==> src/hdl/sdf_pkg.sv <==
// ----------------------------------------------------------------------------
// sdf_pkg
// Shared widths, request codes and defaults for the set difference filter.
// ----------------------------------------------------------------------------
`default_nettype none

package sdf_pkg;

    // payload widths
    localparam int REQ_TYPE_W = 2;
    localparam int VALUE_W    = 16;
    localparam int COUNT_W    = 16;

    // default depth of the exclusion set
    localparam int SET_DEPTH_DEF = 256;

    // request codes
    localparam logic [REQ_TYPE_W-1:0] REQ_CLEAR = 2'd0;
    localparam logic [REQ_TYPE_W-1:0] REQ_ADD   = 2'd1;
    localparam logic [REQ_TYPE_W-1:0] REQ_TEST  = 2'd2;

    // saturation point of the missing count
    localparam logic [COUNT_W-1:0] COUNT_MAX = {COUNT_W{1'b1}};

endpackage

`default_nettype wire

==> src/hdl/sdf_ram.sv <==
// ----------------------------------------------------------------------------
// sdf_ram
// Generic single-write, single-read RAM with registered read data.
// ----------------------------------------------------------------------------
`default_nettype none

module sdf_ram #(
    parameter int WIDTH = sdf_pkg::VALUE_W,
    parameter int DEPTH = sdf_pkg::SET_DEPTH_DEF
) (
    input  wire logic                                   clk,
    input  wire logic                                   we,
    input  wire logic [((DEPTH > 1) ? $clog2(DEPTH) : 1)-1:0] waddr,
    input  wire logic [WIDTH-1:0]                       wdata,
    input  wire logic                                   re,
    input  wire logic [((DEPTH > 1) ? $clog2(DEPTH) : 1)-1:0] raddr,
    output logic      [WIDTH-1:0]                       rdata
);

    logic [WIDTH-1:0] mem [DEPTH];

    // write port
    always_ff @(posedge clk)
    begin
        if (we)
        begin
            mem[waddr] <= wdata;
        end
    end

    // registered read port
    always_ff @(posedge clk)
    begin
        if (re)
        begin
            rdata <= mem[raddr];
        end
    end

endmodule

`default_nettype wire
==> config.mk <==
export PLATFORM = sky130hd
export DESIGN_NAME = sdf_ram
export DESIGN_NICKNAME = d
export VERILOG_FILES = /design/src/hdl/sdf_pkg.sv /design/src/hdl/sdf_ram.sv
export SDC_FILE = /design/constraint.sdc
export NUM_CORES = 2
export LEC_CHECK = 0
export BUFFER_PORTS_ARGS = -buffer_cell sky130_fd_sc_hd__buf_2
export CAP_MARGIN = 20
export CORE_MARGIN = 1
export CORE_UTILIZATION = 52
export DETAILED_ROUTE_END_ITERATION = 8
export GPL_ROUTABILITY_DRIVEN = 0
export PLACE_DENSITY = 0.69
export SYNTH_ARGS = -nofsm -noshare
export SYNTH_HDL_FRONTEND = slang
export SYNTH_SLANG_ARGS = --single-unit
==> constraint.sdc <==
create_clock -name clk -period 3 [get_ports clk]
set_input_delay 0.6 -clock clk [delete_from_list [all_inputs] [get_ports clk]]
set_output_delay 0.6 -clock clk [all_outputs]
set_load 0.1 [all_outputs]
# == Word-level counts from Yosys, hierarchy flattened ==
# Memory sizes are Yosys's and may differ from the RTL's. A register that Yosys moved wholly into a read port is not among the register bits.
# Cells that the tools add are included.
# totals
regBits,0
mem_bits_rw,4096
elab_cells,3
in_bits,35
out_inout_bits,16
mem_count,1
# classes
mux,2
# mem_list
memory,words,word_bits,rd,rd_ports_with_merged_regs,write_ports,line,rtl
mem,256,16,1,1,1,sdf_ram.sv:20,logic [WIDTH-1:0] mem [DEPTH];
# ops
op,count
1-bit 2-to-1 mux,2

# == Depth between registers and ports, before layout ==
# depth
ltp_word,2
depth_mapped,12
mapped_depth_nobuf,6

# == Least setup slack after synthesis ==
# OpenSTA, ideal clock, no wires.
# synth_path
path_type,input to register
from,in raddr[0] in the netlist's numbering
to,"reg rdata[4], read port of mem, data pin"
slack_ns,0.151
required_ns,2.735
path_buffers,3
cell_stages,8
t_arrival_ns,2.584
setup_time_ns,0.265
cell_sequence,buf_6 > buf_6 > buf_2 > mux4_2 > mux4_2 > a22o_1 > o32ai_2 > nor4_2
# synth_lines
element,line,rtl
from (decl),sdf_ram.sv:16,"input wire logic [((DEPTH > 1) ? $clog2(DEPTH) : 1)-1:0] raddr,"
to (decl),sdf_ram.sv:17,output logic [WIDTH-1:0] rdata

==> flow_metrics.py <==
metrics = {
    "global_route": {
        "antenna_found_initial": 28,
        "gr-usage-all-layers_pct": 27.8,
        "busiest_layer": "met2",
        "globalRouteMet1Util_pct": 38.3,
        "grt_max_degree": 112,
        "grt_pass1_wl_um": 608000,
        "grt_pass1_vias": 82300,
        "use_met2_pct": 43.7,
        "grt-ovfl-total": 0,
        "grt_use_met3_pct": 5.77,
    },
    "clock_network": {
        "htreeDepth": 5,
        "cts_setup_buffers": 0,
        "clock_sinks": 4112,
        "worstSkewPairLatency_ps": 970,
        "clockRootBuffer": "clkbuf_16",
        "cts_buffers": 406,
        "clk_pin_slew_ps": 60,
        "cts_buffer_depth": 4,
        "cts_tree": "yes",
    },
    "floorplanning": {
        "fp.dieH_um": 555,
        "initial_core_util_pct": 52.4,
        "design.core.area_um2": 303000,
        "die_x_um": 555,
        "ioPinCount": 51,
        "rows": 202,
        "die-area_um2": 308000,
    },
    "critical_path": {
        "arrival_ps": 3740,
        "critPathKind": "input pin to register",
        "r2r-start": "mem[27][10]",
        "crit_path_end": "rdata[10]",
        "critPathMaxFanout": 31,
        "cp-start-kind": "input pin",
        "cp-startpoint": "raddr[0]",
        "reg2reg_to": "rdata[10]",
        "r2r_setup_slack_ps": 60,
        "reg2regPathDepth": 6,
        "cp.required_ps": 3770,
        "critPathCaptureType": "register",
    },
    "sta": {
        "worst_pin_slew_ps": 1060,
        "hold_violations": 0,
        "slew_viol_final": 0,
        "fmax_mhz": 336,
        "finalSetupTns_ps": 0,
        "clock_skew_ps": 71.2,
        "period_share_pct": 99.2,
        "setup_violations": 0,
        "slew_headroom_pct": 28.7,
        "fin_crit_ps": 2980,
    },
    "job": {
        "drv_cap": 0,
    },
    "power": {
        "power_density_nw_per_um2": 658,
        "p_leak_nw": 60.6,
        "vdd_ir_drop_max_v": 0.000510,
        "power.total_w": 0.123,
    },
    "hold_path": {
        "hp-class": "input pin to register",
    },
    "synthesis": {
        "ys_warn_count": 0,
        "yosysSeqAreaShare_pct": 77.7,
        "async_reset_ff_share_pct": 0,
        "synth.largest_area_cell": "edfxtp_1",
        "synth_nets": 7395,
        "postSynthAreaPerCell_um2": 21.6,
        "synthCells": 7360,
        "ys_types": 51,
        "netlist.area_leader.share_pct": 77.7,
        "ys_ff_latch": 4112,
        "ys_top_cells_by_area": "edfxtp_1, mux4_2, mux2i_1, o221ai_1, nor2_1",
        "synth_edf_count": 4112,
        "syn_area_um2": 159000,
        "ys.flop_type": "edfxtp_1",
    },
    "status": {
        "status": "complete, no violations",
    },
    "final_layout": {
        "mostFrequentLayoutCells": "edfxtp_1, buf_4, mux4_2",
        "num-nets-final": 8453,
        "areaGrowthSynthToFinish_pct": 17.1,
        "drive_above_1_share_pct": 30.4,
        "final_common_cell": "edfxtp_1",
    },
    "routing": {
        "dr.pass1.iters": 6,
        "routedWlPerCell_um": 33.5,
        "drcViolationCount": 0,
        "ant_nets": 0,
        "vias": 82700,
        "routed_wl_um": 428000,
        "drt_iter0_drc": 11900,
        "avgViaCountPerCell": 6.49,
    },
    "placement": {
        "portBuffers": 50,
        "dp_hpwl_um": 266000,
    },
}
[cell families after synthesis]
kind of cell / share of synthesized area (%)
buffers and inverters: 1.69
AOI/OAI and AO/OA: 3.53
and+or+nand+nor: 1.57
DFF: 77.7
muxes: 15.5
[cell usage after synthesis (all sizes together), types with 11 or more instances]
library cell / count
a22oi: 43
nand4: 26
a211oi: 18
mux2i: 565
a22o: 32
and3: 11
o32ai: 21
o21ai: 38
nand3: 35
mux2: 88
o22ai: 148
nor4: 18
o221ai: 253
nand2: 38
a21oi: 175
nor2: 304
nor3: 92
mux4: 797
o31ai: 16
a221oi: 28
edfxtp: 4112
clkbuf: 230
buf: 222
[worst min-delay path by stage]
stage	from	end	slack, ps	cells after the start
after floorplan	wdata[0]	mem[0][0]	700	0
after global placement	wdata[6]	mem[190][6]	940	1
after detailed placement	wdata[6]	mem[189][6]	960	1
after CTS	wdata[1]	mem[111][1]	2	1
after global routing	wdata[1]	mem[108][1]	30	1
final	wdata[1]	mem[108][1]	40	1
[where the power goes]
| group | total, W | switching [W] | internal, W |
|---|---|---|---|
| Clock | 0.0521 | 0.0218 | 0.0303 |
| Combinational | 0.00693 | 0.00434 | 0.00259 |
| Sequential | 0.0634 | 0.0000946 | 0.0634 |
| Total | 0.123 | 0.0263 | 0.0962 |
[metal layers]
metal  vias to the layer above  part of all wire, %
met5                         -                0.015
met1                     43500                   37
met4                         6                  4.4
li1                      33500                    -
met2                      4919                   47
met3                       783                   11
[flip-flops by register name, summed over array words and instances, names as in the netlist]
signal / count
mem: 4096
rdata: 16
[repair_timing]
item / in CTS / in global routing
hold endpoints to repair: 20 / 0
gates resized for setup: 0 / 6
endpoints found under the setup margin: 0 / 6
hold buffers: 1 / 0
[stage by stage]
stage	util [%]	instance area [um^2]	setup slack [ps]	hold slack (ps)	instances
after global placement	56.8	172000	-969	938	12000
after floorplan	-	159000	151	699	7360
final	61.4	186000	23.6	37.5	12700
after detailed placement	56.8	172000	-937	959	12000
after CTS	61.3	186000	36.8	2.47	12700
after global routing	61.4	186000	-6.16	26.1	12700
[worst max-delay path: stages]
cell and delay, ps:
buf_12 140, buf_4 180, buf_12 190, buf_4 160
buf_12 220, buf_4 280, mux2i_1 110, o22ai_1 240
mux2i_1 200, a22oi_1 780, nand4_1 230, nor4_1 290
[area by class of cell]
class,instances,area (um^2)
multi-input cells,2792,32900
repair buffers,1102,11000
clock buffers,479,10500
diodes,12,30.0
clock inverters,270,3130
fillers,20400,117000
well taps,3978,4980
flip-flops and latches,4112,123000
inverters,4,27.5
No activity file was read; power rests on OpenSTA's default activity.
